==> config.mk <==
export PLATFORM = sky130hd
export DESIGN_NAME = lpp_cell
export DESIGN_NICKNAME = d
export VERILOG_FILES = /design/src/design/lpp_pkg.sv /design/src/design/lpp_cell.sv
export SDC_FILE = /design/constraint.sdc
export NUM_CORES = 1
export LEC_CHECK = 0
export ABC_AREA = 0
export BUFFER_PORTS_ARGS = -buffer_cell sky130_fd_sc_hd__buf_2
export CORE_MARGIN = 1
export CORE_UTILIZATION = 56
export CTS_BUF_LIST = sky130_fd_sc_hd__clkbuf_8
export CTS_CLUSTER_SIZE = 20
export DETAILED_ROUTE_END_ITERATION = 10
export PLACE_DENSITY = 0.8
export SKIP_LAST_GASP = 1
export SYNTH_ARGS = -nofsm -noshare
export SYNTH_HDL_FRONTEND = slang
export SYNTH_SLANG_ARGS = --single-unit
==> constraint.sdc <==
create_clock -name i_clk -period 9.7 [get_ports i_clk]
set_input_delay 0.485 -clock i_clk [delete_from_list [all_inputs] [get_ports i_clk]]
set_output_delay 0.485 -clock i_clk [all_outputs]
set_load 0.05 [all_outputs]
==> src/design/lpp_pkg.sv <==
// Package: widths, angle constants, arctangent table and the rotation stage record.
`timescale 1ns / 1ps

package lpp_pkg;

    // Stage count of the rotation chain, limited by the arctangent table
    localparam int ROTATION_STAGES = 16;
    localparam int TABLE_LEN       = 24;
    localparam int NUM_CELLS       = (ROTATION_STAGES < TABLE_LEN) ? ROTATION_STAGES : TABLE_LEN;
    localparam int STAGE_W         = $clog2(TABLE_LEN);

    // Field widths
    localparam int COORD_W = 24;
    localparam int DIST_W  = 16;
    localparam int ANG_W   = 15;

    // Internal widths
    localparam int ANG_S_W  = ANG_W + 1;          // signed angle difference
    localparam int Z_SH     = 16;                 // residual angle scale
    localparam int Z_W      = ANG_S_W + Z_SH;     // residual angle in 2^-22 degree
    localparam int GAIN_W   = 16;
    localparam int PROD_W   = DIST_W + GAIN_W;
    localparam int VEC_W    = PROD_W + 3;         // rotated vector, with headroom for gain
    localparam int ROUND_SH = 16;                 // Q16 millimetres back to millimetres

    // Constants
    localparam logic [GAIN_W-1:0] GAIN_Q16     = 16'd39797;
    localparam logic [DIST_W-1:0] MAX_DIST_RST = 16'd2000;
    localparam logic [ANG_W-1:0]  FULL_TURN    = 15'd23040;
    localparam logic signed [ANG_S_W-1:0] FULL_TURN_S    = 16'sd23040;
    localparam logic signed [ANG_S_W-1:0] HALF_TURN_S    = 16'sd11520;
    localparam logic signed [ANG_S_W-1:0] QUARTER_TURN_S = 16'sd5760;
    localparam int COORD_MAX = 8388607;
    localparam int COORD_MIN = -8388608;

    // Operation codes
    localparam logic OP_POSE = 1'b0;
    localparam logic OP_MEAS = 1'b1;

    // One item in flight through the rotation chain
    typedef struct packed {
        logic                      valid;
        logic                      kept;
        logic                      last;
        logic signed [VEC_W-1:0]   x;
        logic signed [VEC_W-1:0]   y;
        logic signed [Z_W-1:0]     z;
        logic signed [COORD_W-1:0] hx;
        logic signed [COORD_W-1:0] hy;
    } t_rot;

    // atan(2^-i) in 2^-22 degree, rounded
    function automatic logic signed [Z_W-1:0] atan_entry(input logic [STAGE_W-1:0] idx);
        logic signed [Z_W-1:0] v;
        begin
            unique case (idx)
                5'd0:    v = 32'sd188743680;
                5'd1:    v = 32'sd111421900;
                5'd2:    v = 32'sd58872272;
                5'd3:    v = 32'sd29884485;
                5'd4:    v = 32'sd15000234;
                5'd5:    v = 32'sd7507429;
                5'd6:    v = 32'sd3754631;
                5'd7:    v = 32'sd1877430;
                5'd8:    v = 32'sd938729;
                5'd9:    v = 32'sd469366;
                5'd10:   v = 32'sd234683;
                5'd11:   v = 32'sd117342;
                5'd12:   v = 32'sd58671;
                5'd13:   v = 32'sd29335;
                5'd14:   v = 32'sd14668;
                5'd15:   v = 32'sd7334;
                5'd16:   v = 32'sd3667;
                5'd17:   v = 32'sd1833;
                5'd18:   v = 32'sd917;
                5'd19:   v = 32'sd458;
                5'd20:   v = 32'sd229;
                5'd21:   v = 32'sd115;
                5'd22:   v = 32'sd57;
                5'd23:   v = 32'sd29;
                default: v = '0;
            endcase
            return v;
        end
    endfunction

endpackage

==> src/design/lpp_cell.sv <==
// Rotation cell: one micro-rotation of the vector and residual angle.
`timescale 1ns / 1ps

module lpp_cell (
    input  logic                         i_clk,
    input  logic                         i_rst_n,
    input  logic                         i_en,
    input  logic [lpp_pkg::STAGE_W-1:0]  i_stage,
    input  lpp_pkg::t_rot                i_rot,
    output lpp_pkg::t_rot                o_rot
);
    import lpp_pkg::*;

    logic signed [VEC_W-1:0] dx;
    logic signed [VEC_W-1:0] dy;
    logic signed [Z_W-1:0]   step;
    t_rot                    n_rot;
    t_rot                    r_rot;

    // Shifted cross terms and this cell's angle step
    assign dx   = $signed(i_rot.y) >>> i_stage;
    assign dy   = $signed(i_rot.x) >>> i_stage;
    assign step = atan_entry(i_stage);

    // Rotate toward zero residual angle
    always_comb begin
        n_rot = i_rot;
        if (!i_rot.z[Z_W-1]) begin
            n_rot.x = i_rot.x - dx;
            n_rot.y = i_rot.y + dy;
            n_rot.z = i_rot.z - step;
        end else begin
            n_rot.x = i_rot.x + dx;
            n_rot.y = i_rot.y - dy;
            n_rot.z = i_rot.z + step;
        end
    end

    // Hand the item to the next cell
    always_ff @(posedge i_clk) begin
        if (!i_rst_n) begin
            r_rot.valid <= 1'b0;
        end else if (i_en) begin
            r_rot <= n_rot;
        end
    end

    assign o_rot = r_rot;

endmodule

==> results.json <==
{
  "core_area_um2": 29800,
  "syn_area_per_cell_um2": 9.526,
  "clk_pin_slew_ps": 120,
  "hpwl_mm": 44.57,
  "drive_above_1_share_pct": 24.96,
  "row_count": 63,
  "critPathKind": "in2reg",
  "max_slew_margin_pct": 16.20,
  "insertion_delay_ps": 490,
  "clockRootBuffer": "clkbuf_8",
  "ys.flop_type": "edfxtp_1",
  "rsz0062_at_grt": "false",
  "grt_pass1_wl_mm": 88.24,
  "vdd_drop_max_mv": 0.09300,
  "ff2ff_setup_slack_ps": 9070,
  "ys_async_sr_fraction_pct": 0,
  "final_common_cell": "buf_2",
  "wl_per_cell_um": 24.08,
  "largest_register_ffs": 153,
  "drt_wl_total_mm": 58.77,
  "synthesis.instances": 1792,
  "fin_cells": 2441,
  "yosysSeqAreaShare_pct": 26.85,
  "gp_congestion": 1.033,
  "holdBufCountCts": 0,
  "worst_slack_ps": 2946,
  "grt_max_degree": 74,
  "dieArea_um2": 31190,
  "arrival_ps": 7030,
  "hp-start": "i_rot[42]",
  "drv_cap": 0,
  "dp.cells": 2409,
  "reg2reg_depth": 2,
  "io_pins": 314,
  "syn-cell-area_um2": 17070,
  "synth_cell_type_count": 93,
  "power_density_nw_per_um2": 163.4,
  "numClockSinks": 153,
  "whs_endpoint": "o_rot[42]",
  "hold_viol_final": 0,
  "ys_warn_count": 0,
  "drt-pass1-iter-count": 8,
  "critPathRequiredTime_ps": 9970,
  "tightestPinTransition_ps": 1254,
  "finalClockSkew_ps": 0,
  "drv_slew": 0,
  "synth-seq-cells": 153,
  "grt_use_total_pct": 37.06,
  "dpl_worst_slack_ps": 2494,
  "postCtsSetupBuffers": 0,
  "die_y_um": 176.6,
  "post-route-period-util_pct": 69.63,
  "overflow": 0,
  "numCtsBuffers": 17,
  "hold_class": "in2reg",
  "finalCoreUtilization_pct": 64.28,
  "grt_pass1_vias": 15440,
  "r2r-start": "o_rot[152]",
  "postRouteAntennaNets": 0,
  "drtIter0Drc": 2069,
  "fmax_ghz": 0.1481,
  "drc": 0,
  "area_delta_synth_final_pct": 12.19,
  "initial_core_util_pct": 57.29,
  "leakage_nw": 7.956,
  "dieWidth_um": 176.6,
  "syn_nets": 2067,
  "final_cell_mix": "buf_2 (311), edfxtp_1 (152), nand2_1 (148), a21oi_1 (138), nor2_1 (121)",
  "holdWs_ps": 156.0,
  "clockBufferDepth": 2,
  "diodes": 0,
  "layout.nets": 2313,
  "cp-end-kind": "flop",
  "cp_max_fo": 68,
  "vias": 16510,
  "synth_edf_count": 152,
  "startpoint": "i_stage[1]",
  "cts_max_level": 4,
  "reg2reg_to": "o_rot[152]",
  "portBuffers": 313,
  "holdPathStages": 1,
  "outcome": "finished, final reports clean",
  "viasPerCell": 6.764,
  "fin_tns_setup_ps": 0,
  "antenna_found_initial": 0,
  "startpoint_type": "input pin",
  "layout_min_cycle_time_ps": 6754,
  "cts_tree": "done",
  "final-setup-viol-count": 0,
  "cts_resized": 0
}
power by group:
| part | switching, mW | leakage, nW | internal [mW] |
|---|---|---|---|
| sequential | 0.0212 | 1.44 | 0.873 |
| combinational | 1.10 | 6.31 | 0.579 |
| clock | 0.315 | 0.212 | 0.240 |
final cells by class:
cell class / instances / area (um^2)
repair buffers: 332 / 1714
well taps: 390 / 488.0
clock buffers: 17 / 234.0
multi-input cells: 1493 / 11800
clock inverters: 15 / 180.2
fillers: 2503 / 10640
inverters: 41 / 153.9
flip-flops and latches: 153 / 4584
synth_stat cells, types with 21 or more instances:
library cell,count,share of area (%)
a21o_1,55,2.4
mux4_2,81,11
inv_1,38,0.84
nand2b_1,25,0.92
xnor2_1,107,5.5
nor2b_1,21,0.77
a211oi_1,23,1.0
mux2i_1,58,3.4
nor2_1,122,2.7
ha_1,111,8.1
a21oi_1,138,4.0
edfxtp_1,152,27
nand2_1,148,3.3
o21ai_0,94,2.8
xor2_1,69,3.5
mux2_2,24,1.6
and2_1,25,0.92
and3_1,25,0.92
a31oi_1,38,1.4
nor3_1,33,0.97
clkbuf_1,52,1.1
nand3_1,36,1.1
routing by layer:
| metal | track usage (%) | part of all wire [%] |
|---|---|---|
| met5 | 0 | 0 |
| met1 | 45.87 | 38 |
| met2 | 62.27 | 47 |
| met3 | 6.460 | 9.7 |
| met4 | 18.18 | 5.2 |
worst max-delay path: stages:
cell,delay (ps)
buf_4,580
buf_4,830
mux4_2,640
mux2i_1,290
o22ai_1,160
a211oi_2,440
and3_1,290
and3b_1,360
and4_1,310
nor2_1,70
xnor2_1,250
ha_1,270
a21o_1,190
a21o_1,180
a21o_1,190
a311o_1,340
a31oi_1,300
o31ai_1,160
a41oi_1,370
a21oi_1,140
xnor2_1,150
stage by stage:
stage	area, um^2	power (mW)
6_report	19150	3.129
5_1_grt	19150	3.272
4_1_cts	19150	3.106
3_5_place_dp	18740	2.551
3_3_place_gp	18740	2.521
2_1_floorplan	17070	2.161
how the worst max path moves through the flow:
stage          cells past startpoint    endpoint  slack (ps)
3_5_place_dp                      21  o_rot[147]        2490
6_report                          21  o_rot[149]        2950
3_3_place_gp                      22  o_rot[148]        2700
2_1_floorplan                     27  o_rot[114]        3760
4_1_cts                           21  o_rot[147]        3010
5_1_grt                           21  o_rot[149]        2490
cell families after synthesis:
logic type,synth area share [%]
xor gates and xnor gates,9.030
DFF,26.85
buffers and inverters,4.068
AOI/OAI and AO/OA,21.00
adders and majority gates,8.487
muxes,16.11
and+or+nand+nor,14.45
Note: power is estimated with default switching activity, not from simulation.
