==> config.mk <==
export PLATFORM = sky130hd
export DESIGN_NAME = lpp_place
export DESIGN_NICKNAME = d
export VERILOG_FILES = /design/src/design/lpp_pkg.sv /design/src/design/lpp_place.sv
export SDC_FILE = /design/constraint.sdc
export NUM_CORES = 1
export LEC_CHECK = 0
export ABC_CLOCK_PERIOD_IN_PS = 3800
export BUFFER_PORTS_ARGS = -buffer_cell sky130_fd_sc_hd__buf_4
export CORE_MARGIN = 1
export CORE_UTILIZATION = 39
export CTS_BUF_LIST = sky130_fd_sc_hd__clkbuf_4 sky130_fd_sc_hd__clkbuf_8 sky130_fd_sc_hd__clkbuf_16
export CTS_CLUSTER_SIZE = 24
export DETAILED_ROUTE_END_ITERATION = 7
export GPL_TIMING_DRIVEN = 0
export HOLD_SLACK_MARGIN = 0.12
export PLACE_DENSITY = 0.66
export SETUP_SLACK_MARGIN = 0.02
export SYNTH_ARGS = -nofsm -noshare
export SYNTH_HDL_FRONTEND = slang
export SYNTH_SLANG_ARGS = --single-unit
==> constraint.sdc <==
create_clock -name i_clk -period 3.8 [get_ports i_clk]
set_input_delay 0.19 -clock i_clk [delete_from_list [all_inputs] [get_ports i_clk]]
set_output_delay 0.19 -clock i_clk [all_outputs]
set_load 0.02 [all_outputs]
==> src/design/lpp_pkg.sv <==
// Package: widths, angle constants, arctangent table and the rotation stage record.
`timescale 1ns / 1ps

package lpp_pkg;

    // Stage count of the rotation chain, limited by the arctangent table
    localparam int ROTATION_STAGES = 16;
    localparam int TABLE_LEN       = 24;
    localparam int NUM_CELLS       = (ROTATION_STAGES < TABLE_LEN) ? ROTATION_STAGES : TABLE_LEN;
    localparam int STAGE_W         = $clog2(TABLE_LEN);

    // Field widths
    localparam int COORD_W = 24;
    localparam int DIST_W  = 16;
    localparam int ANG_W   = 15;

    // Internal widths
    localparam int ANG_S_W  = ANG_W + 1;          // signed angle difference
    localparam int Z_SH     = 16;                 // residual angle scale
    localparam int Z_W      = ANG_S_W + Z_SH;     // residual angle in 2^-22 degree
    localparam int GAIN_W   = 16;
    localparam int PROD_W   = DIST_W + GAIN_W;
    localparam int VEC_W    = PROD_W + 3;         // rotated vector, with headroom for gain
    localparam int ROUND_SH = 16;                 // Q16 millimetres back to millimetres

    // Constants
    localparam logic [GAIN_W-1:0] GAIN_Q16     = 16'd39797;
    localparam logic [DIST_W-1:0] MAX_DIST_RST = 16'd2000;
    localparam logic [ANG_W-1:0]  FULL_TURN    = 15'd23040;
    localparam logic signed [ANG_S_W-1:0] FULL_TURN_S    = 16'sd23040;
    localparam logic signed [ANG_S_W-1:0] HALF_TURN_S    = 16'sd11520;
    localparam logic signed [ANG_S_W-1:0] QUARTER_TURN_S = 16'sd5760;
    localparam int COORD_MAX = 8388607;
    localparam int COORD_MIN = -8388608;

    // Operation codes
    localparam logic OP_POSE = 1'b0;
    localparam logic OP_MEAS = 1'b1;

    // One item in flight through the rotation chain
    typedef struct packed {
        logic                      valid;
        logic                      kept;
        logic                      last;
        logic signed [VEC_W-1:0]   x;
        logic signed [VEC_W-1:0]   y;
        logic signed [Z_W-1:0]     z;
        logic signed [COORD_W-1:0] hx;
        logic signed [COORD_W-1:0] hy;
    } t_rot;

    // atan(2^-i) in 2^-22 degree, rounded
    function automatic logic signed [Z_W-1:0] atan_entry(input logic [STAGE_W-1:0] idx);
        logic signed [Z_W-1:0] v;
        begin
            unique case (idx)
                5'd0:    v = 32'sd188743680;
                5'd1:    v = 32'sd111421900;
                5'd2:    v = 32'sd58872272;
                5'd3:    v = 32'sd29884485;
                5'd4:    v = 32'sd15000234;
                5'd5:    v = 32'sd7507429;
                5'd6:    v = 32'sd3754631;
                5'd7:    v = 32'sd1877430;
                5'd8:    v = 32'sd938729;
                5'd9:    v = 32'sd469366;
                5'd10:   v = 32'sd234683;
                5'd11:   v = 32'sd117342;
                5'd12:   v = 32'sd58671;
                5'd13:   v = 32'sd29335;
                5'd14:   v = 32'sd14668;
                5'd15:   v = 32'sd7334;
                5'd16:   v = 32'sd3667;
                5'd17:   v = 32'sd1833;
                5'd18:   v = 32'sd917;
                5'd19:   v = 32'sd458;
                5'd20:   v = 32'sd229;
                5'd21:   v = 32'sd115;
                5'd22:   v = 32'sd57;
                5'd23:   v = 32'sd29;
                default: v = '0;
            endcase
            return v;
        end
    endfunction

endpackage

==> src/design/lpp_place.sv <==
// Output stage: round, add the held pose, saturate and hold the result beat.
`timescale 1ns / 1ps

module lpp_place (
    input  logic                               i_clk,
    input  logic                               i_rst_n,
    input  logic                               i_en,
    input  lpp_pkg::t_rot                      i_rot,
    output logic                               o_valid,
    output logic signed [lpp_pkg::COORD_W-1:0] o_point_x,
    output logic signed [lpp_pkg::COORD_W-1:0] o_point_y,
    output logic                               o_kept,
    output logic                               o_last
);
    import lpp_pkg::*;

    localparam int OFF_W = VEC_W + 1 - ROUND_SH;
    localparam int SUM_W = COORD_W + 2;
    localparam logic signed [SUM_W-1:0] SUM_MAX = SUM_W'(COORD_MAX);
    localparam logic signed [SUM_W-1:0] SUM_MIN = SUM_W'(COORD_MIN);

    logic signed [COORD_W-1:0] n_px;
    logic signed [COORD_W-1:0] n_py;
    logic                      r_valid;
    logic signed [COORD_W-1:0] r_px;
    logic signed [COORD_W-1:0] r_py;
    logic                      r_kept;
    logic                      r_last;

    // Round to millimetres, add held coordinate, clamp to coordinate range
    function automatic logic signed [COORD_W-1:0] place_axis(
        input logic signed [VEC_W-1:0]   v,
        input logic signed [COORD_W-1:0] held
    );
        logic signed [VEC_W:0]     rnd;
        logic signed [OFF_W-1:0]   off;
        logic signed [SUM_W-1:0]   sum;
        logic signed [COORD_W-1:0] res;
        begin
            rnd = {v[VEC_W-1], v} + (VEC_W+1)'(1 << (ROUND_SH - 1));
            off = rnd[VEC_W:ROUND_SH];
            sum = {{(SUM_W-COORD_W){held[COORD_W-1]}}, held}
                + {{(SUM_W-OFF_W){off[OFF_W-1]}}, off};
            if (sum > SUM_MAX) begin
                res = SUM_MAX[COORD_W-1:0];
            end else if (sum < SUM_MIN) begin
                res = SUM_MIN[COORD_W-1:0];
            end else begin
                res = sum[COORD_W-1:0];
            end
            return res;
        end
    endfunction

    // Zero the coordinates of a dropped measurement
    assign n_px = i_rot.kept ? place_axis(i_rot.x, i_rot.hx) : '0;
    assign n_py = i_rot.kept ? place_axis(i_rot.y, i_rot.hy) : '0;

    // Output register: load on enable, hold while stalled
    always_ff @(posedge i_clk) begin
        if (!i_rst_n) begin
            r_valid <= 1'b0;
        end else if (i_en) begin
            r_valid <= i_rot.valid;
            r_px    <= n_px;
            r_py    <= n_py;
            r_kept  <= i_rot.kept;
            r_last  <= i_rot.last;
        end
    end

    assign o_valid   = r_valid;
    assign o_point_x = r_px;
    assign o_point_y = r_py;
    assign o_kept    = r_kept;
    assign o_last    = r_last;

endmodule

==> report_table.html <==
<table>
<tr><th>Metric</th><th>Value</th></tr>
<tr><th colspan="2">Status</th></tr>
<tr><td>Status</td><td>complete, no violations</td></tr>
<tr><th colspan="2">Power and ir drop</th></tr>
<tr><td>Ratio of total power to cell area</td><td>315 mW/mm^2</td></tr>
<tr><td>Max IR drop VDD</td><td>0.181 mV</td></tr>
<tr><td>Static leakage power</td><td>3.00 nW</td></tr>
<tr><th colspan="2">Route</th></tr>
<tr><td>Vias after detailed routing</td><td>5527</td></tr>
<tr><td>Residual DRC</td><td>0</td></tr>
<tr><td>Mean routed wirelength per cell</td><td>15.7 um</td></tr>
<tr><td>Mean number of vias per cell</td><td>5.49</td></tr>
<tr><td>Violation count after the first detailed-routing iteration</td><td>329</td></tr>
<tr><td>Post-detailed-routing wire length</td><td>15.8 mm</td></tr>
<tr><td>Iteration count of the initial detailed-routing pass</td><td>5</td></tr>
<tr><td>Antenna Nets Post-Route</td><td>0</td></tr>
<tr><th colspan="2">Timing</th></tr>
<tr><td>Final Hold Viols</td><td>0</td></tr>
<tr><td>Shortest period the worst path allows</td><td>3.60 ns</td></tr>
<tr><td>Worst hold slack</td><td>0.151 ns</td></tr>
<tr><td>Slew Limit Headroom</td><td>61.0%</td></tr>
<tr><td>Summed negative setup slack over all endpoints</td><td>0 ns</td></tr>
<tr><td>Worst slew pin tran</td><td>0.585 ns</td></tr>
<tr><td>Total of endpoints with negative setup slack in the final report</td><td>0</td></tr>
<tr><td>Fmax</td><td>278 MHz</td></tr>
<tr><td>Share of the clock period used by the worst path</td><td>94.6%</td></tr>
<tr><td>Final Max Slew Viols</td><td>0</td></tr>
<tr><td>Clock tree skew after final layout</td><td>0 ns</td></tr>
<tr><th colspan="2">Final layout</th></tr>
<tr><td>Net count reported at finish</td><td>1035</td></tr>
<tr><td>Final Core Density</td><td>51.9%</td></tr>
<tr><td>Layout cells sized above 1</td><td>24.5%</td></tr>
<tr><td>Area growth syn-to-layout</td><td>29.7%</td></tr>
<tr><td>Filler cell count</td><td>1344</td></tr>
<tr><td>ANT cells</td><td>0</td></tr>
<tr><th colspan="2">Place</th></tr>
<tr><td>Total half-perimeter wirelength after legalization and detailed placement</td><td>12.8 mm</td></tr>
<tr><td>Routability cong.</td><td>0.874</td></tr>
<tr><td>Count of port buffers added during placement</td><td>144</td></tr>
<tr><th colspan="2">Global routing</th></tr>
<tr><td>First-pass GRT wire length</td><td>25.1 mm</td></tr>
<tr><td>Aggregate global routing overflow</td><td>0</td></tr>
<tr><td>Initial antenna violation count</td><td>0</td></tr>
<tr><td>Via count of the first global-routing pass</td><td>5376</td></tr>
<tr><td>Largest net degree at the start of global routing</td><td>37</td></tr>
<tr><td>Total GRT Usage</td><td>21.1%</td></tr>
<tr><th colspan="2">Clock network</th></tr>
<tr><td>Clock-pin transition on the worst setup and hold timing paths</td><td>0.08 ns</td></tr>
<tr><td>Clock latency at the later pin of the worst-skew pair</td><td>0.30 ns</td></tr>
<tr><td>CTS H-tree lvls</td><td>2</td></tr>
<tr><td>Clock root buffer master</td><td>clkbuf_16</td></tr>
<tr><td>Largest buffer count on any clock path</td><td>2</td></tr>
<tr><td>CTS Buf Count</td><td>5</td></tr>
<tr><td>Clock tree from TritonCTS</td><td>yes</td></tr>
<tr><td>Number of sinks on the clock net</td><td>51</td></tr>
<tr><th colspan="2">Synthesis</th></tr>
<tr><td>Sequential element share of the synthesized area</td><td>27.4%</td></tr>
<tr><td>Post-Synthesis Cell Area</td><td>0.00556 mm^2</td></tr>
<tr><td>Post-synth EDFFs</td><td>50</td></tr>
<tr><td>Most frequently used flop master after synthesis</td><td>edfxtp_1</td></tr>
<tr><td>Syn Nets</td><td>876</td></tr>
<tr><td>Flip-flop and latch count after synthesis</td><td>51</td></tr>
<tr><td>Average size of a mapped cell</td><td>8.34 um^2</td></tr>
<tr><td>Warning count from the yosys run</td><td>0</td></tr>
<tr><td>Post-synthesis instance total</td><td>666</td></tr>
<tr><td>Async set-reset flop share out of synthesis</td><td>0%</td></tr>
<tr><td>Unique masters post-synth</td><td>61</td></tr>
<tr><th colspan="2">Die</th></tr>
<tr><td>Number of placement rows</td><td>43</td></tr>
<tr><td>Placeable core region</td><td>0.0139 mm^2</td></tr>
<tr><td>Die span in x</td><td>121 um</td></tr>
<tr><td>Die H</td><td>121 um</td></tr>
<tr><td>Initial core utilization</td><td>40.0%</td></tr>
<tr><td>Top Ports</td><td>207</td></tr>
<tr><td>Die Area</td><td>0.0147 mm^2</td></tr>
<tr><th colspan="2">Worst setup path</th></tr>
<tr><td>Required arrival time at the worst endpoint</td><td>3.94 ns</td></tr>
<tr><td>Highest fanout seen on the critical path</td><td>10</td></tr>
<tr><td>Critical path data arrival time</td><td>3.74 ns</td></tr>
<tr><td>Class of the most critical setup path</td><td>in2reg</td></tr>
<tr><td>Crit. End Element</td><td>flip-flop</td></tr>
<tr><td>Worst setup SP type</td><td>primary input</td></tr>
<tr><th colspan="2">Hold path</th></tr>
<tr><td>Tightest Hold Check Type</td><td>in2reg</td></tr>
<tr><th colspan="2">Job</th></tr>
<tr><td>Count of maximum capacitance violations</td><td>0</td></tr>
</table>
## layer usage
layer	vias to the layer above	part of all wire [%]	global-route usage [%]
met5	-	0	0
met4	0	1.8	6.02
met3	19	4.1	1.41
met2	173	50	38.9
met1	2548	44	26.1
li1	2787	-	-
## where the power goes
part	leakage, nW	total, mW	internal [mW]	switching [mW]
clock network	0.0776	0.497	0.256	0.242
logic	2.48	1.06	0.455	0.608
registers	0.449	0.714	0.696	0.0183
total	3.00	2.27	1.41	0.868
## registers in the layout (all words and copies together) (netlist names)
register	count
o_valid	1
o_point_x	24
o_last	1
o_point_y	24
o_kept	1
## path summary, 6_finish.rpt
| path | start | end | slack, ns | cells past startpoint |
|---|---|---|---|---|
| max | i_rot[132] | o_point_x[22] | 0.20 | 18 |
| min | i_rot[152] | o_valid | 0.15 | 3 |
| min reg2reg | o_valid | o_valid | 0.54 | 2 |
| max reg2reg | o_valid | o_valid | 3.20 | 2 |
## per-stage QoR
stage	instance area [um^2]	cells	total power, mW	setup WS, ns
floorplan	5560	666	1.41	0.278
global placement	6860	990	1.74	-0.528
detailed placement	6880	991	1.76	-0.578
CTS	7110	1003	2.26	0.0200
global route	7210	1006	2.41	-0.00486
finish	7210	1006	2.27	0.205
## worst max-delay path, stage by stage
cell and delay (ns):
buf_4 0.10, and3_1 0.20, and3_4 0.22, nand3_2 0.11
nor2_2 0.16, nand4_1 0.16, nor2_2 0.15, xor2_1 0.17
ha_1 0.33, a21oi_2 0.22, o21ai_0 0.18, a22oi_2 0.29
nand4_1 0.14, nand2_2 0.13, mux2_2 0.36, clkbuf_4 0.20
or2_1 0.24, o2bb2ai_1 0.17
## area by class of cell
type                            instances  area [um^2]  share of cell area, %
Sequential cell                        51         1520                   21.1
Tap cell                              180          225                   3.12
Clock inverter                          3         33.8                  0.469
Clock buffer                            5          125                   1.74
Multi-Input combinational cell        568         3940                   54.6
Buffer                                 26          126                   1.75
Timing Repair Buffer                  152         1160                   16.1
Inverter                               21         78.8                   1.09
## cells in the mapped netlist, drive strengths merged (3+ instances only)
cell     n  share of area [%]
clkbuf  16                1.1
nand2b   7               0.79
edfxtp  50                 27
buf     10                1.1
nor2b    7               0.79
a22oi    3               0.50
a21o    15                2.0
inv     21                1.4
nand4   18                2.0
xnor2   40                6.3
o211ai  14                1.9
nand3   24                2.2
nor2    65                4.4
a211oi   7                1.0
ha      52                 12
and3    16                1.8
xor2    32                5.0
o21ai   49                4.6
o21a    34                4.6
nand2   49                3.3
o311a    5               0.90
and2     7               0.88
a311oi   3               0.47
a21oi   61                5.6
o21bai   3               0.41
a31oi    5               0.68
nor3    20                1.8
## placed cells by master (no fill, tap or decap), types with 18 or more instances in the layout
master / instances
nor2_1: 59
nand2_1: 48
ha_1: 50
a21oi_1: 59
nor3_1: 20
nand3_1: 23
o21ai_0: 40
buf_4: 149
xnor2_1: 38
edfxtp_1: 50
inv_1: 20
xor2_1: 32
nand4_1: 18
o21a_1: 34
## kinds of logic (layout without fill, tap and decap cells)
family / count (synthesis) / after routing / synth area share [%]
xor+xnor: 72 / 72 / 11.3
simple gates: 223 / 223 / 19.3
buf+inv: 47 / 207 / 3.56
mux: 2 / 2 / 0.383
flops: 51 / 51 / 27.4
fa+ha+maj: 56 / 56 / 12.8
compound gates: 215 / 215 / 25.3
## repair_timing
| action | in CTS | in global routing |
|---|---|---|
| gates resized for setup | 7 | 23 |
| pin swaps | 1 | 7 |
| buffers inserted | 1 | 3 |
| hold endpoints to repair | 3 | 0 |
| hold buffers | 3 | 0 |
| cloned | 0 | 0 |
| setup endpoints to repair | 22 | 44 |
(Power assumes the default switching activity.)
