**src/design/lpp_pkg.sv**
```systemverilog
// Package: widths, angle constants, arctangent table and the rotation stage record.
`timescale 1ns / 1ps

package lpp_pkg;

    // Stage count of the rotation chain, limited by the arctangent table
    localparam int ROTATION_STAGES = 16;
    localparam int TABLE_LEN       = 24;
    localparam int NUM_CELLS       = (ROTATION_STAGES < TABLE_LEN) ? ROTATION_STAGES : TABLE_LEN;
    localparam int STAGE_W         = $clog2(TABLE_LEN);

    // Field widths
    localparam int COORD_W = 24;
    localparam int DIST_W  = 16;
    localparam int ANG_W   = 15;

    // Internal widths
    localparam int ANG_S_W  = ANG_W + 1;          // signed angle difference
    localparam int Z_SH     = 16;                 // residual angle scale
    localparam int Z_W      = ANG_S_W + Z_SH;     // residual angle in 2^-22 degree
    localparam int GAIN_W   = 16;
    localparam int PROD_W   = DIST_W + GAIN_W;
    localparam int VEC_W    = PROD_W + 3;         // rotated vector, with headroom for gain
    localparam int ROUND_SH = 16;                 // Q16 millimetres back to millimetres

    // Constants
    localparam logic [GAIN_W-1:0] GAIN_Q16     = 16'd39797;
    localparam logic [DIST_W-1:0] MAX_DIST_RST = 16'd2000;
    localparam logic [ANG_W-1:0]  FULL_TURN    = 15'd23040;
    localparam logic signed [ANG_S_W-1:0] FULL_TURN_S    = 16'sd23040;
    localparam logic signed [ANG_S_W-1:0] HALF_TURN_S    = 16'sd11520;
    localparam logic signed [ANG_S_W-1:0] QUARTER_TURN_S = 16'sd5760;
    localparam int COORD_MAX = 8388607;
    localparam int COORD_MIN = -8388608;

    // Operation codes
    localparam logic OP_POSE = 1'b0;
    localparam logic OP_MEAS = 1'b1;

    // One item in flight through the rotation chain
    typedef struct packed {
        logic                      valid;
        logic                      kept;
        logic                      last;
        logic signed [VEC_W-1:0]   x;
        logic signed [VEC_W-1:0]   y;
        logic signed [Z_W-1:0]     z;
        logic signed [COORD_W-1:0] hx;
        logic signed [COORD_W-1:0] hy;
    } t_rot;

    // atan(2^-i) in 2^-22 degree, rounded
    function automatic logic signed [Z_W-1:0] atan_entry(input logic [STAGE_W-1:0] idx);
        logic signed [Z_W-1:0] v;
        begin
            unique case (idx)
                5'd0:    v = 32'sd188743680;
                5'd1:    v = 32'sd111421900;
                5'd2:    v = 32'sd58872272;
                5'd3:    v = 32'sd29884485;
                5'd4:    v = 32'sd15000234;
                5'd5:    v = 32'sd7507429;
                5'd6:    v = 32'sd3754631;
                5'd7:    v = 32'sd1877430;
                5'd8:    v = 32'sd938729;
                5'd9:    v = 32'sd469366;
                5'd10:   v = 32'sd234683;
                5'd11:   v = 32'sd117342;
                5'd12:   v = 32'sd58671;
                5'd13:   v = 32'sd29335;
                5'd14:   v = 32'sd14668;
                5'd15:   v = 32'sd7334;
                5'd16:   v = 32'sd3667;
                5'd17:   v = 32'sd1833;
                5'd18:   v = 32'sd917;
                5'd19:   v = 32'sd458;
                5'd20:   v = 32'sd229;
                5'd21:   v = 32'sd115;
                5'd22:   v = 32'sd57;
                5'd23:   v = 32'sd29;
                default: v = '0;
            endcase
            return v;
        end
    endfunction

endpackage

```
**src/design/lpp_front.sv**
```systemverilog
// Front stage: angle reduction, quadrant pre-rotation and gain-scaled distance.
`timescale 1ns / 1ps

module lpp_front (
    input  logic                              i_clk,
    input  logic                              i_rst_n,
    input  logic                              i_en,
    input  logic                              i_valid,
    input  logic [lpp_pkg::DIST_W-1:0]        i_distance,
    input  logic [lpp_pkg::ANG_W-1:0]         i_scan_angle,
    input  logic                              i_scan_end,
    input  logic [lpp_pkg::ANG_W-1:0]         i_heading,
    input  logic signed [lpp_pkg::COORD_W-1:0] i_hx,
    input  logic signed [lpp_pkg::COORD_W-1:0] i_hy,
    input  logic [lpp_pkg::DIST_W-1:0]        i_max_distance,
    output lpp_pkg::t_rot                     o_rot
);
    import lpp_pkg::*;

    logic [ANG_W-1:0]          h_red;
    logic [ANG_W-1:0]          s_red;
    logic signed [ANG_S_W-1:0] diff;
    logic signed [ANG_S_W-1:0] wrapped;
    logic signed [ANG_S_W-1:0] resid;
    logic [PROD_W-1:0]         prod;
    logic signed [VEC_W-1:0]   d_s;
    t_rot                      n_rot;
    t_rot                      r_rot;

    // Reduce both angles into one turn
    assign h_red = (i_heading >= FULL_TURN) ? i_heading - FULL_TURN : i_heading;
    assign s_red = (i_scan_angle >= FULL_TURN) ? i_scan_angle - FULL_TURN : i_scan_angle;

    // Scaled distance: distance times the inverse rotation gain in Q16
    assign prod = PROD_W'(i_distance) * PROD_W'(GAIN_Q16);
    assign d_s  = $signed({{(VEC_W-PROD_W){1'b0}}, prod});

    // Heading minus scan angle, moved into half-open range around zero
    always_comb begin
        diff    = $signed({1'b0, h_red}) - $signed({1'b0, s_red});
        wrapped = diff;
        if (diff < 0) begin
            wrapped = diff + FULL_TURN_S;
        end
        if (wrapped > HALF_TURN_S) begin
            wrapped = wrapped - FULL_TURN_S;
        end
    end

    // Pre-rotate by a quarter turn when outside the convergence range
    always_comb begin
        n_rot       = '0;
        n_rot.valid = i_valid;
        n_rot.kept  = (i_distance <= i_max_distance);
        n_rot.last  = i_scan_end;
        n_rot.hx    = i_hx;
        n_rot.hy    = i_hy;
        priority if (wrapped > QUARTER_TURN_S) begin
            n_rot.x = '0;
            n_rot.y = d_s;
            resid   = wrapped - QUARTER_TURN_S;
        end else if (wrapped < -QUARTER_TURN_S) begin
            n_rot.x = '0;
            n_rot.y = -d_s;
            resid   = wrapped + QUARTER_TURN_S;
        end else begin
            n_rot.x = d_s;
            n_rot.y = '0;
            resid   = wrapped;
        end
        n_rot.z = {resid, {Z_SH{1'b0}}};
    end

    // Advance on pipeline enable
    always_ff @(posedge i_clk) begin
        if (!i_rst_n) begin
            r_rot.valid <= 1'b0;
        end else if (i_en) begin
            r_rot <= n_rot;
        end
    end

    assign o_rot = r_rot;

endmodule

```
**config.mk**
```make
export PLATFORM = sky130hd
export DESIGN_NAME = lpp_front
export DESIGN_NICKNAME = d
export VERILOG_FILES = /design/src/design/lpp_pkg.sv /design/src/design/lpp_front.sv
export SDC_FILE = /design/constraint.sdc
export NUM_CORES = 1
export LEC_CHECK = 0
export BUFFER_PORTS_ARGS = -buffer_cell sky130_fd_sc_hd__buf_2
export CAP_MARGIN = 25
export CORE_ASPECT_RATIO = 1.2
export CORE_MARGIN = 4
export CORE_UTILIZATION = 57
export DETAILED_ROUTE_END_ITERATION = 8
export PLACE_DENSITY_LB_ADDON = 0.3
export SLEW_MARGIN = 20
export SYNTH_ARGS = -nofsm -noshare
export SYNTH_HDL_FRONTEND = slang
export SYNTH_SLANG_ARGS = --single-unit
```
**constraint.sdc**
```tcl
create_clock -name i_clk -period 9.96 [get_ports i_clk]
set_input_delay 1.494 -clock i_clk [delete_from_list [all_inputs] [get_ports i_clk]]
set_output_delay 1.494 -clock i_clk [all_outputs]
set_load 0.03 [all_outputs]
```
==> qor_table.md, run 1 <==
| Parameter | Value |
|---|---|
| Dominant combinational cell family by area after synthesis | adder cells |
| Hold Buf Count CTS | 0 |
| Sequential fraction of the synthesis area | 29.9% |
| Endpoint of the worst-slack reg-to-reg timing path | o_rot[152]$_SDFFE_PN0P_ |
| Startpoint of the worst hold path | o_rot[152]$_SDFFE_PN0P_ |
| Maximum net fanout on the critical path | 8 |
| Crit path required time | 10.20 ns |
| Maximum root-to-sink buffer count | 2 |
| Horizontal extent of the die | 148 µm |
| Drt first-iter violations | 413 |
| Element type at the critical path end | flip-flop |
| Port Buffer Count | 248 |
| Number of inserted filler cells in the final layout | 1908 |
| #FFs+latches synth | 134 |
| Layout Area Growth over Synthesis | 15.2% |
| Fraction of layout instances using a drive strength above 1 | 21.4% |
| Compound-gate portion of the synthesized area | 14.8% |
| Initial antenna violation count | 0 |
| HP Class | flip-flop to flip-flop |
| Post-CTS setup buffer count | 0 |
| Share of synthesized cell area in and, or, nand and nor gates | 10.0% |
| Library cell contributing the largest single delay on the critical path | sky130_fd_sc_hd__fa_1 |
| Nature of the critical path startpoint | input pin |
| Data arrival, critical path | 8.63 ns |
| Portion of netlist area occupied by mux cells | 0.996% |
| Worst hold path depth | 2 |
| Post-layout minimum cycle time | 8.39 ns |
| Final routed wire length divided by cell count | 17.3 µm |
| Insertion delay to the later sink of the worst-skew pair | 0.41 ns |
| Worst path max stage delay | 0.55 ns |
| Number of maximum-capacitance violations | 0 |
| Via density per instance | 5.51 |
| CTS tree | yes |
| Placer's final routability congestion estimate | 0.929 |
| Share of the clock period used by the worst path | 84.3% |
| Leading cell type in the layout, fill and taps excluded | sky130_fd_sc_hd__buf_2 |
| Main flop type after synthesis | sky130_fd_sc_hd__edfxtp_1 |
| Number of standard cells after synthesis | 1297 |
| Cells on worst reg2reg path | 2 |
| Async set-or-reset flop fraction in the synthesized netlist | 0% |
| Total buffers and inverters traversed by the critical path | 5 |
| Setup Total Neg Slack | 0 ns |
| Row count | 61 |
| Gr ovfl total | 0 |
| Ys Warns | 0 |
| Setup clock skew after layout | 0 ns |
| Number of detailed-routing iterations run before antenna repair | 5 |
| Clock transition time at the flip-flop clock pins of the worst setup and hold paths | 0.07 ns |
| HPWL after detailed placement | 27100 µm |
| Antenna Cells | 0 |
| Total clock buffers created by CTS | 17 |
| Maximum clock frequency | 119 MHz |
| Type of the setup path with the least slack | input pin to flip-flop |
| Worst-case headroom to the max-slew limit | 26.8% |
| Internal reg-to-reg setup slack | 9.37 ns |
| EDFF count, synth | 133 |
| Average instance area after synthesis | 10.4 µm² |
| Share of synthesized cell area in full adder, half adder and majority cells | 30.7% |
| Initial core utilization | 57.9% |
| Detailed-route DRC error count | 0 |
| Final-report max-slew violation count | 0 |
| Largest net degree at the start of global routing | 79 |
| Chip height | 176 µm |
| Kind of cell adding the most delay to the critical path | adder cells |
| Crit path cell chain | buf_2, inv_1, fa_1, fa_1, inv_1, fa_1, fa_1, fa_1, inv_1, fa_1, inv_1, ha_1, a21o_1, a21oi_1, o21ai_0, a211oi_1, o31a_1, xor2_1, o221ai_1, nor3b_1, and3_1, nand4_1, nor2b_1, o32ai_1 |
| GRT Util Overall | 24.8% |
| Destination of the worst hold path | o_rot[152]$_SDFFE_PN0P_ |
| Via count of the first global-routing pass | 10623 |
| Most common cell type on the critical path | sky130_fd_sc_hd__fa_1 |
| Nets | 1917 |
| Worst Tran Pin Value | 1.10 ns |
| TritonCTS sink count | 134 |
| Depth of the CTS H-tree | 4 |
| Number of top-level design ports | 268 |
| Most frequent cells in the layout | sky130_fd_sc_hd__buf_2, sky130_fd_sc_hd__inv_1, sky130_fd_sc_hd__ha_1 |
| Status | completed |
| Count of final hold-check violations | 0 |
| Number of flip-flops under the largest register name | 134 |
| Final count of negative-setup-slack endpoints | 0 |
| Wire length of the first global-routing pass | 52700 µm |
| Resized cells post-CTS | 0 |
| Xor/xnor share of the synthesized area | 4.76% |
| Post-synthesis cell type count | 94 |
| Post-detailed-routing wire length | 32300 µm |
| Cell at the root of the clock tree | sky130_fd_sc_hd__clkbuf_16 |
| Antenna violation net count after detailed routing | 0 |
| Unrepaired setup endpoints after global routing | no |
| Total number of vias | 10258 |
| Source of the worst register-to-register timing path | o_rot[152]$_SDFFE_PN0P_ |
| DIE AREA | 26100 µm² |
| Core area | 23200 µm² |
| Synthesized cell area | 13400 µm² |
==> cells in the mapped netlist, drive strengths merged, types with 4 or more instances <==
cell type | count | area, µm²
a211o | 4 | 35.0
a211oi | 11 | 110
a21boi | 4 | 33.8
a21o | 24 | 180
a21oi | 58 | 313
a221oi | 4 | 65.1
a311oi | 4 | 41.3
a31oi | 8 | 50.1
and2 | 13 | 81.3
and3 | 13 | 86.3
buf | 40 | 285
clkbuf | 12 | 46.3
edfxtp | 133 | 3990
fa | 104 | 2080
ha | 164 | 2050
inv | 227 | 852
mux2i | 10 | 100
nand2 | 48 | 183
nand2b | 8 | 50.1
nand3 | 18 | 90.1
nand4 | 8 | 50.1
nor2 | 78 | 293
nor2b | 8 | 50.1
nor3 | 32 | 176
nor3b | 4 | 30.0
nor4 | 8 | 50.1
o2111ai | 4 | 35.0
o211a | 4 | 40.0
o211ai | 7 | 71.3
o21a | 11 | 82.6
o21ai | 31 | 155
o21bai | 8 | 60.1
o221ai | 6 | 52.6
o22ai | 32 | 219
o311ai | 7 | 68.8
o31a | 7 | 62.6
o31ai | 6 | 50.1
o32ai | 7 | 83.8
or2 | 8 | 50.1
or3 | 7 | 43.8
xnor2 | 49 | 455
xor2 | 21 | 184
==> layout make-up <==
type                            count  area (µm²)  share of cell area, %
Clock buffer                       17         425                   2.75
Sequential cell                   134        4010                   25.9
Clock inverter                     15         205                   1.32
Multi-Input combinational cell    902        8330                   53.8
Timing Repair Buffer              252        1270                   8.21
Inverter                          227         852                   5.50
Tap cell                          315         394                   2.54
==> stage by stage <==
stage	util [%]	instances	hold slack (ns)	instance area [µm²]	setup WS (ns)
2_1_floorplan	-	1315	0.640	13500	2.08
3_3_place_gp	64.0	1830	0.501	14900	1.52
3_5_place_dp	64.0	1830	0.521	14900	1.25
4_1_cts	66.8	1862	0.532	15500	1.66
5_1_grt	66.8	1862	0.566	15500	1.11
6_report	66.8	1862	0.532	15500	1.57
==> per-layer routing <==
metal / vias up / track usage, % / part of all wire [%]
met5: - / 0 / 0
met1: 4925 / 29.9 / 40
li1: 4984 / - / -
met2: 310 / 45.0 / 52
met4: 0 / 7.74 / 2.3
met3: 39 / 4.29 / 5.9
==> worst max-delay path by stage <==
stage               cells past startpoint           from              endpoint
CTS                                    24  i_distance[7]  o_rot[110]$_DFFE_PP_
finish                                 24  i_distance[7]  o_rot[110]$_DFFE_PP_
global route                           24  i_distance[7]  o_rot[110]$_DFFE_PP_
global placement                       24  i_distance[7]  o_rot[110]$_DFFE_PP_
floorplan                              24  i_distance[8]  o_rot[110]$_DFFE_PP_
detailed placement                     24  i_distance[7]  o_rot[110]$_DFFE_PP_
==> worst register-to-register path, stage by stage, from the launching register on <==
cell and delay, ns:
sky130_fd_sc_hd__dfxtp_1 0.31, sky130_fd_sc_hd__mux2i_1 0.12, sky130_fd_sc_hd__nor2b_1 0.06
==> cells by family after synthesis <==
group	after synthesis
AO/OA/AOI/OAI	265
XOR/XNOR	70
adder cells (fa/ha/maj)	268
buffers and inverters	279
flip-flops	134
multiplexers	13
other	1
AND/OR/NAND/NOR	267
Power of run 1 is left out: the tool's default activity adds up to more than one toggle a clock period on the data nets, which glitch-free logic cannot reach.
==> run 2: changes to the inputs <==
==> constraint.sdc (replaced) <==
create_clock -name i_clk -period 7.75 [get_ports i_clk]
set_input_delay 1.1625 -clock i_clk [delete_from_list [all_inputs] [get_ports i_clk]]
set_output_delay 1.1625 -clock i_clk [all_outputs]
set_load 0.03 [all_outputs]
==> run 2 against run 1 <==
Effect of this change:
- global-route usage increased by 0.096 points
- sequential share of layout area decreased by 0.51 points
- wire length increased by 1.3%
- hold slack got worse by 0.0089 ns
- die area unchanged
- highest routed layer unchanged
- cell count increased by 2.2%
- critical path depth unchanged
- first-iteration DRC count increased by 15%
- worst setup slack got worse by 1.1 ns
- final area increased by 2.0%
- largest cell class unchanged
- non-clock buffer count increased by 41
- core utilization increased by 1.3 points
==> qor_table.md, run 2 (synthesis results as in run 1) <==
| Parameter | Value | vs previous |
|---|---|---|
| Placer's final routability congestion estimate | 0.908 | was 0.929 |
| Most common cell type on the critical path | sky130_fd_sc_hd__fa_1 | unchanged |
| Multi-input combinational cell area | 8330 µm² | about the same |
| Port Buffer Count | 248 | unchanged |
| Worst path max stage delay | 0.59 ns | was 0.55 ns |
| PnR worst setup slack | 0.457 ns | was 1.57 ns |
| Cell at the root of the clock tree | sky130_fd_sc_hd__clkbuf_16 | unchanged |
| Horizontal extent of the die | 148 µm | unchanged |
| Fraction of layout instances using a drive strength above 1 | 23.5% | was 21.4% |
| Initial core utilization | 57.9% | unchanged |
| Total number of vias | 10350 | was 10258 |
| Setup clock skew after layout | 0 ns | unchanged |
| Finished Core Util | 68.1% | was 66.8% |
| Wire length of the first global-routing pass | 52500 µm | was 52700 µm |
| Chip height | 176 µm | unchanged |
| Leading cell type in the layout, fill and taps excluded | sky130_fd_sc_hd__buf_2 | unchanged |
| Uppermost layer routed | met4 | unchanged |
| Post-layout minimum cycle time | 7.29 ns |  |
| Maximum net fanout on the critical path | 4 | was 8 |
| Detail Route met2 WL | 16800 µm | was 16700 µm |
| Detailed-route DRC error count | 0 | unchanged |
| Gr ovfl total | 0 | unchanged |
| CTS tree | yes | unchanged |
| Worst Tran Pin Value | 0.774 ns | was 1.10 ns |
| Number of detailed-routing iterations run before antenna repair | 5 | unchanged |
| Drt first-iter violations | 475 | was 413 |
| Library cell contributing the largest single delay on the critical path | sky130_fd_sc_hd__o311ai_0 | was sky130_fd_sc_hd__fa_1 |
| Area occupied by registers | 4010 µm² | unchanged |
| HPWL after detailed placement | 27200 µm | was 27100 µm |
| Post-placement worst setup slack | -0.00172 ns | was 1.25 ns |
| DIE AREA | 26100 µm² | unchanged |
| Number of top-level design ports | 268 | unchanged |
| Antenna Cells | 0 | unchanged |
| Number of maximum-capacitance violations | 0 | unchanged |
| Met3 WL post-DR | 1740 µm | was 1920 µm |
| Final routed wire length divided by cell count | 17.2 µm | was 17.3 µm |
| Most frequent cells in the layout | sky130_fd_sc_hd__buf_2, sky130_fd_sc_hd__inv_1, sky130_fd_sc_hd__ha_1 | unchanged |
| Nets | 1958 | was 1917 |
| Total clock buffers created by CTS | 17 | unchanged |
| Final count of negative-setup-slack endpoints | 0 | unchanged |
| Post-detailed-routing wire length | 32700 µm | was 32300 µm |
| Largest net degree at the start of global routing | 87 | was 79 |
| Core area | 23200 µm² | unchanged |
| Antenna violation net count after detailed routing | 0 | unchanged |
| Status | completed | unchanged |
| Via density per instance | 5.44 | was 5.51 |
| Crit path cell chain | buf_2, inv_1, fa_1, fa_1, fa_1, inv_1, fa_1, fa_1, inv_1, fa_1, inv_1, ha_1, a21oi_1, o21bai_1, a21o_1, a21o_1, a21boi_0, nand2_1, o311ai_0, nor3b_2, and3_1, and3_1, xnor2_1, o22ai_1 | was buf_2, inv_1, fa_1, fa_1, inv_1, fa_1, fa_1, fa_1, inv_1, fa_1, inv_1, ha_1, a21o_1, a21oi_1, o21ai_0, a211oi_1, o31a_1, xor2_1, o221ai_1, nor3b_1, and3_1, nand4_1, nor2b_1, o32ai_1 |
| Initial antenna violation count | 0 | unchanged |
| Final-report max-slew violation count | 0 | unchanged |
| Type of the setup path with the least slack | input pin to flip-flop | unchanged |
| Number of flip-flops under the largest register name | 134 | unchanged |
| Row count | 61 | unchanged |
| Maximum clock frequency | 137 MHz |  |
| Worst-case headroom to the max-slew limit | 47.0% | was 26.8% |
| Wl on met1 | 13200 µm | was 12900 µm |
| Unrepaired setup endpoints after global routing | no | unchanged |
| Layout Area Growth over Synthesis | 17.5% | was 15.2% |
| Post-CTS setup buffer count | 0 | unchanged |
| Via count of the first global-routing pass | 10458 | was 10623 |
| Maximum root-to-sink buffer count | 2 | unchanged |
| GRT Util Overall | 24.9% | was 24.8% |
| Crit path required time | 7.90 ns | was 10.20 ns |
| Count of final hold-check violations | 0 | unchanged |
| Insertion delay to the later sink of the worst-skew pair | 0.42 ns | was 0.41 ns |
| Data arrival, critical path | 7.45 ns | was 8.63 ns |
| TritonCTS sink count | 134 | unchanged |
| Element type at the critical path end | flip-flop | unchanged |
| Hold Buf Count CTS | 0 | unchanged |
| HP Class | flip-flop to flip-flop | unchanged |
| Hold slack | 0.523 ns | was 0.532 ns |
| Clock transition time at the flip-flop clock pins of the worst setup and hold paths | 0.07 ns | about the same |
| Depth of the CTS H-tree | 4 | unchanged |
| Nature of the critical path startpoint | input pin | unchanged |
| Resized cells post-CTS | 0 | unchanged |
| Setup Total Neg Slack | 0 ns | unchanged |
| Share of the clock period used by the worst path | 94.1% |  |
| Number of inserted filler cells in the final layout | 1817 | was 1908 |
## run 2: final cells by class
class | count | share of cell area [%]
Multi-Input combinational cell | 902 | 52.7
Sequential cell | 134 | 25.4
Timing Repair Buffer | 293 | 10.2
Inverter | 227 | 5.39
Clock buffer | 17 | 2.69
Tap cell | 315 | 2.49
Clock inverter | 15 | 1.13
## run 2: stage by stage
step,instances,instance area (µm²)
after floorplan,1315,13500
after global placement,1870,15200
after detailed placement,1870,15200
after CTS,1902,15800
after global routing,1903,15800
final,1903,15800
## run 2: path summary, 6_finish.rpt
check	slack (ns)	startpoint	depth (start not counted)	endpoint
min	0.52	o_rot[152]$_SDFFE_PN0P_	2	o_rot[152]$_SDFFE_PN0P_
max reg2reg	7.16	o_rot[152]$_SDFFE_PN0P_	2	o_rot[152]$_SDFFE_PN0P_
max	0.46	i_distance[8]	24	o_rot[109]$_DFFE_PP_
min reg2reg	0.52	o_rot[152]$_SDFFE_PN0P_	2	o_rot[152]$_SDFFE_PN0P_
## run 2: worst max-delay path, delay by kind of cell
kind / cells / cell delay [ns]
compound gates: 7 / 1.72
xor+xnor: 1 / 0.14
fa+ha+maj: 7 / 3.33
buf+inv: 5 / 0.42
simple gates: 4 / 0.67
## run 2: layer usage
| layer | vias to the layer above | track usage, % |
|---|---|---|
| met5 | - | 0 |
| met4 | 0 | 8.82 |
| met3 | 59 | 3.13 |
| met2 | 329 | 45.2 |
| met1 | 4897 | 30.3 |
| li1 | 5065 | - |
Power of run 2 is left out for the same reason.
==> run 3: changes to the inputs <==
--- a/config.mk
+++ b/config.mk
@@ -5,6 +5,7 @@
 export SDC_FILE = /design/constraint.sdc
 export NUM_CORES = 1
 export LEC_CHECK = 0
+export ABC_AREA = 1
 export BUFFER_PORTS_ARGS = -buffer_cell sky130_fd_sc_hd__buf_2
 export CAP_MARGIN = 25
 export CORE_ASPECT_RATIO = 1.2
==> run 3 against run 2 <==
Effect of this change:
- hold slack gained 0.050 ns
- non-clock buffer count shrank 24
- synthesized cell count grew 15%
- area after synthesis grew 0.87%
- worst setup slack gained 0.075 ns
- clock skew is the same
==> qor_table.md, run 3 <==
| Parameter | Value | vs previous |
|---|---|---|
| CTS tree | yes | unchanged |
| Worst-case headroom to the max-slew limit | 58.4% | was 47.0% |
| Most common cell type on the critical path | sky130_fd_sc_hd__fa_1 | unchanged |
| Xor/xnor share of the synthesized area | 4.31% | was 4.76% |
| Nature of the critical path startpoint | input pin | unchanged |
| Synth top area cells | sky130_fd_sc_hd__edfxtp_1, sky130_fd_sc_hd__fa_1, sky130_fd_sc_hd__ha_1 | unchanged |
| Status | completed | unchanged |
| Final count of negative-setup-slack endpoints | 0 | unchanged |
| Detailed-route DRC error count | 0 | unchanged |
| Cell at the root of the clock tree | sky130_fd_sc_hd__clkbuf_16 | unchanged |
| Share of synthesized cell area in full adder, half adder and majority cells | 30.5% | was 30.7% |
| Most frequent cells in the layout | sky130_fd_sc_hd__inv_1, sky130_fd_sc_hd__buf_2, sky130_fd_sc_hd__nand2_1 | was sky130_fd_sc_hd__buf_2, sky130_fd_sc_hd__inv_1, sky130_fd_sc_hd__ha_1 |
| Portion of netlist area occupied by mux cells | 0% | was 0.996% |
| Layout Area Growth over Synthesis | 16.3% | was 17.5% |
| Sequential fraction of the synthesis area | 29.6% | was 29.9% |
| Synthesized cell area | 13600 µm² | was 13400 µm² |
| Data arrival, critical path | 7.34 ns | was 7.45 ns |
| Number of standard cells after synthesis | 1487 | was 1297 |
| Average instance area after synthesis | 9.12 µm² | was 10.4 µm² |
| Insertion delay to the later sink of the worst-skew pair | 0.40 ns | was 0.42 ns |
| Worst path max stage delay | 0.54 ns | was 0.59 ns |
| Post-layout minimum cycle time | 7.22 ns | was 7.29 ns |
| Final routed wire length divided by cell count | 16.1 µm | was 17.2 µm |
| Number of flip-flops under the largest register name | 134 | unchanged |
| Placer's final routability congestion estimate | 0.956 | was 0.908 |
| Via count of the first global-routing pass | 10723 | was 10458 |
| DIE AREA | 26300 µm² | was 26100 µm² |
| Fraction of layout instances using a drive strength above 1 | 21.9% | was 23.5% |
| Port Buffer Count | 248 | unchanged |
| Antenna Cells | 0 | unchanged |
| Hold Buf Count CTS | 0 | unchanged |
| Core area | 23300 µm² | was 23200 µm² |
| Main flop type after synthesis | sky130_fd_sc_hd__edfxtp_1 | unchanged |
| Total number of vias | 10920 | was 10350 |
| Unrepaired setup endpoints after global routing | no | unchanged |
| Maximum net fanout on the critical path | 7 | was 4 |
| Area share of the leading cell type in the synthesized netlist | 29.4% | was 29.7% |
| Leading cell type in the layout, fill and taps excluded | sky130_fd_sc_hd__inv_1 | was sky130_fd_sc_hd__buf_2 |
| Initial antenna violation count | 0 | unchanged |
| Worst Tran Pin Value | 0.621 ns | was 0.774 ns |
| EDFF count, synth | 133 | unchanged |
| Share of synthesized cell area in and, or, nand and nor gates | 17.5% | was 10.0% |
| Number of detailed-routing iterations run before antenna repair | 5 | unchanged |
| Post-synthesis cell type count | 54 | was 94 |
| Count of final hold-check violations | 0 | unchanged |
| Post-detailed-routing wire length | 33700 µm | was 32700 µm |
| Nets | 2145 | was 1958 |
| Clock transition time at the flip-flop clock pins of the worst setup and hold paths | 0.06 ns | was 0.07 ns |
| Share of the clock period used by the worst path | 93.1% | was 94.1% |
| GRT Util Overall | 25.4% | was 24.9% |
| Most used standard cells in the synthesized netlist | sky130_fd_sc_hd__inv_1, sky130_fd_sc_hd__nand2_1, sky130_fd_sc_hd__ha_1, sky130_fd_sc_hd__edfxtp_1, sky130_fd_sc_hd__nor2_1 | was sky130_fd_sc_hd__inv_1, sky130_fd_sc_hd__ha_1, sky130_fd_sc_hd__edfxtp_1, sky130_fd_sc_hd__fa_1, sky130_fd_sc_hd__nor2_1 |
| Dominant combinational cell family by area after synthesis | adder cells | unchanged |
| Number of maximum-capacitance violations | 0 | unchanged |
| Resized cells post-CTS | 0 | unchanged |
| Maximum root-to-sink buffer count | 2 | unchanged |
| Via density per instance | 5.22 | was 5.44 |
| TritonCTS sink count | 134 | unchanged |
| Wire length of the first global-routing pass | 53600 µm | was 52500 µm |
| HPWL after detailed placement | 28000 µm | was 27200 µm |
| Setup Total Neg Slack | 0 ns | unchanged |
| Cell taking the most area after synthesis | sky130_fd_sc_hd__edfxtp_1 | unchanged |
| Maximum clock frequency | 139 MHz | was 137 MHz |
| Ys Warns | 0 | unchanged |
| Internal reg-to-reg setup slack | 7.09 ns | was 7.16 ns |
| Number of top-level design ports | 268 | unchanged |
| Post-CTS setup buffer count | 0 | unchanged |
| HP Class | flip-flop to flip-flop | unchanged |
| Compound-gate portion of the synthesized area | 7.52% | was 14.8% |
| Drt first-iter violations | 647 | was 475 |
| Library cell contributing the largest single delay on the critical path | sky130_fd_sc_hd__fa_1 | was sky130_fd_sc_hd__o311ai_0 |
| Crit path required time | 7.87 ns | was 7.90 ns |
| Depth of the CTS H-tree | 4 | unchanged |
| Gr ovfl total | 0 | unchanged |
| Type of the setup path with the least slack | input pin to flip-flop | unchanged |
| Antenna violation net count after detailed routing | 0 | unchanged |
| Setup clock skew after layout | 0 ns | unchanged |
| Total clock buffers created by CTS | 17 | unchanged |
| Number of inserted filler cells in the final layout | 1853 | was 1817 |
| Final-report max-slew violation count | 0 | unchanged |
| Most frequent cell after synthesis | sky130_fd_sc_hd__inv_1 | unchanged |
| Row count | 61 | unchanged |
| Largest net degree at the start of global routing | 91 | was 87 |
| Horizontal extent of the die | 149 µm | was 148 µm |
| #FFs+latches synth | 134 | unchanged |
| Async set-or-reset flop fraction in the synthesized netlist | 0% | unchanged |
| Initial core utilization | 58.3% | was 57.9% |
| Element type at the critical path end | flip-flop | unchanged |
| Chip height | 177 µm | was 176 µm |
[run 3: metrics by stage]
stage / area, µm² / utilization (%) / instances / hold slack [ns] / worst slack, ns
2_1_floorplan: 13600 / - / 1505 / 0.655 / 0.773
3_3_place_gp: 15200 / 65.2 / 2057 / 0.526 / 0.333
3_5_place_dp: 15200 / 65.2 / 2057 / 0.565 / 0.141
4_1_cts: 15700 / 67.6 / 2089 / 0.582 / 0.557
5_1_grt: 15800 / 67.8 / 2090 / 0.619 / 0.0801
6_report: 15800 / 67.8 / 2090 / 0.572 / 0.532
[run 3: kinds of logic (layout without fill, tap and decap cells)]
group / count (synthesis) / after routing
flops: 134 / 134
compound gates: 148 / 148
xor+xnor: 65 / 65
buf+inv: 348 / 618
simple gates: 523 / 523
fa+ha+maj: 268 / 268
other cells: 1 / 19
[run 3: area by class of cell]
cell class / count / area (µm²) / share of cell area, %
Multi-Input combinational cell: 1023 / 8190 / 51.9
Clock buffer: 18 / 429 / 2.72
Tap cell: 315 / 394 / 2.50
Clock inverter: 14 / 138 / 0.873
Inverter: 317 / 1190 / 7.56
Sequential cell: 134 / 4010 / 25.4
Timing Repair Buffer: 269 / 1420 / 8.99
[run 3: final timing paths]
path	startpoint	endpoint	cells past startpoint
worst max register to register	o_rot[152]$_SDFFE_PN0P_	o_rot[152]$_SDFFE_PN0P_	2
worst min-delay path	o_rot[152]$_SDFFE_PN0P_	o_rot[152]$_SDFFE_PN0P_	2
worst min register to register	o_rot[152]$_SDFFE_PN0P_	o_rot[152]$_SDFFE_PN0P_	2
worst max-delay path	i_distance[8]	o_rot[111]$_DFFE_PP_	26
[run 3: critical path, delay by kind of cell]
| family | cells | cell delay, ns |
|---|---|---|
| adders and majority gates | 7 | 3.40 |
| AOI/OAI and AO/OA | 7 | 1.33 |
| and+or+nand+nor | 5 | 0.68 |
| buffers and inverters | 6 | 0.55 |
| xor gates and xnor gates | 1 | 0.21 |
[run 3: per-layer routing]
metal | global-route usage [%] | wire [µm] | up-vias
met5 | 0 | 0 | -
met4 | 5.91 | 540 | 0
met2 | 44.7 | 16600 | 381
met1 | 33.8 | 14400 | 5161
met3 | 3.05 | 2180 | 35
li1 | - | - | 5343
Power of run 3 is left out for the same reason.
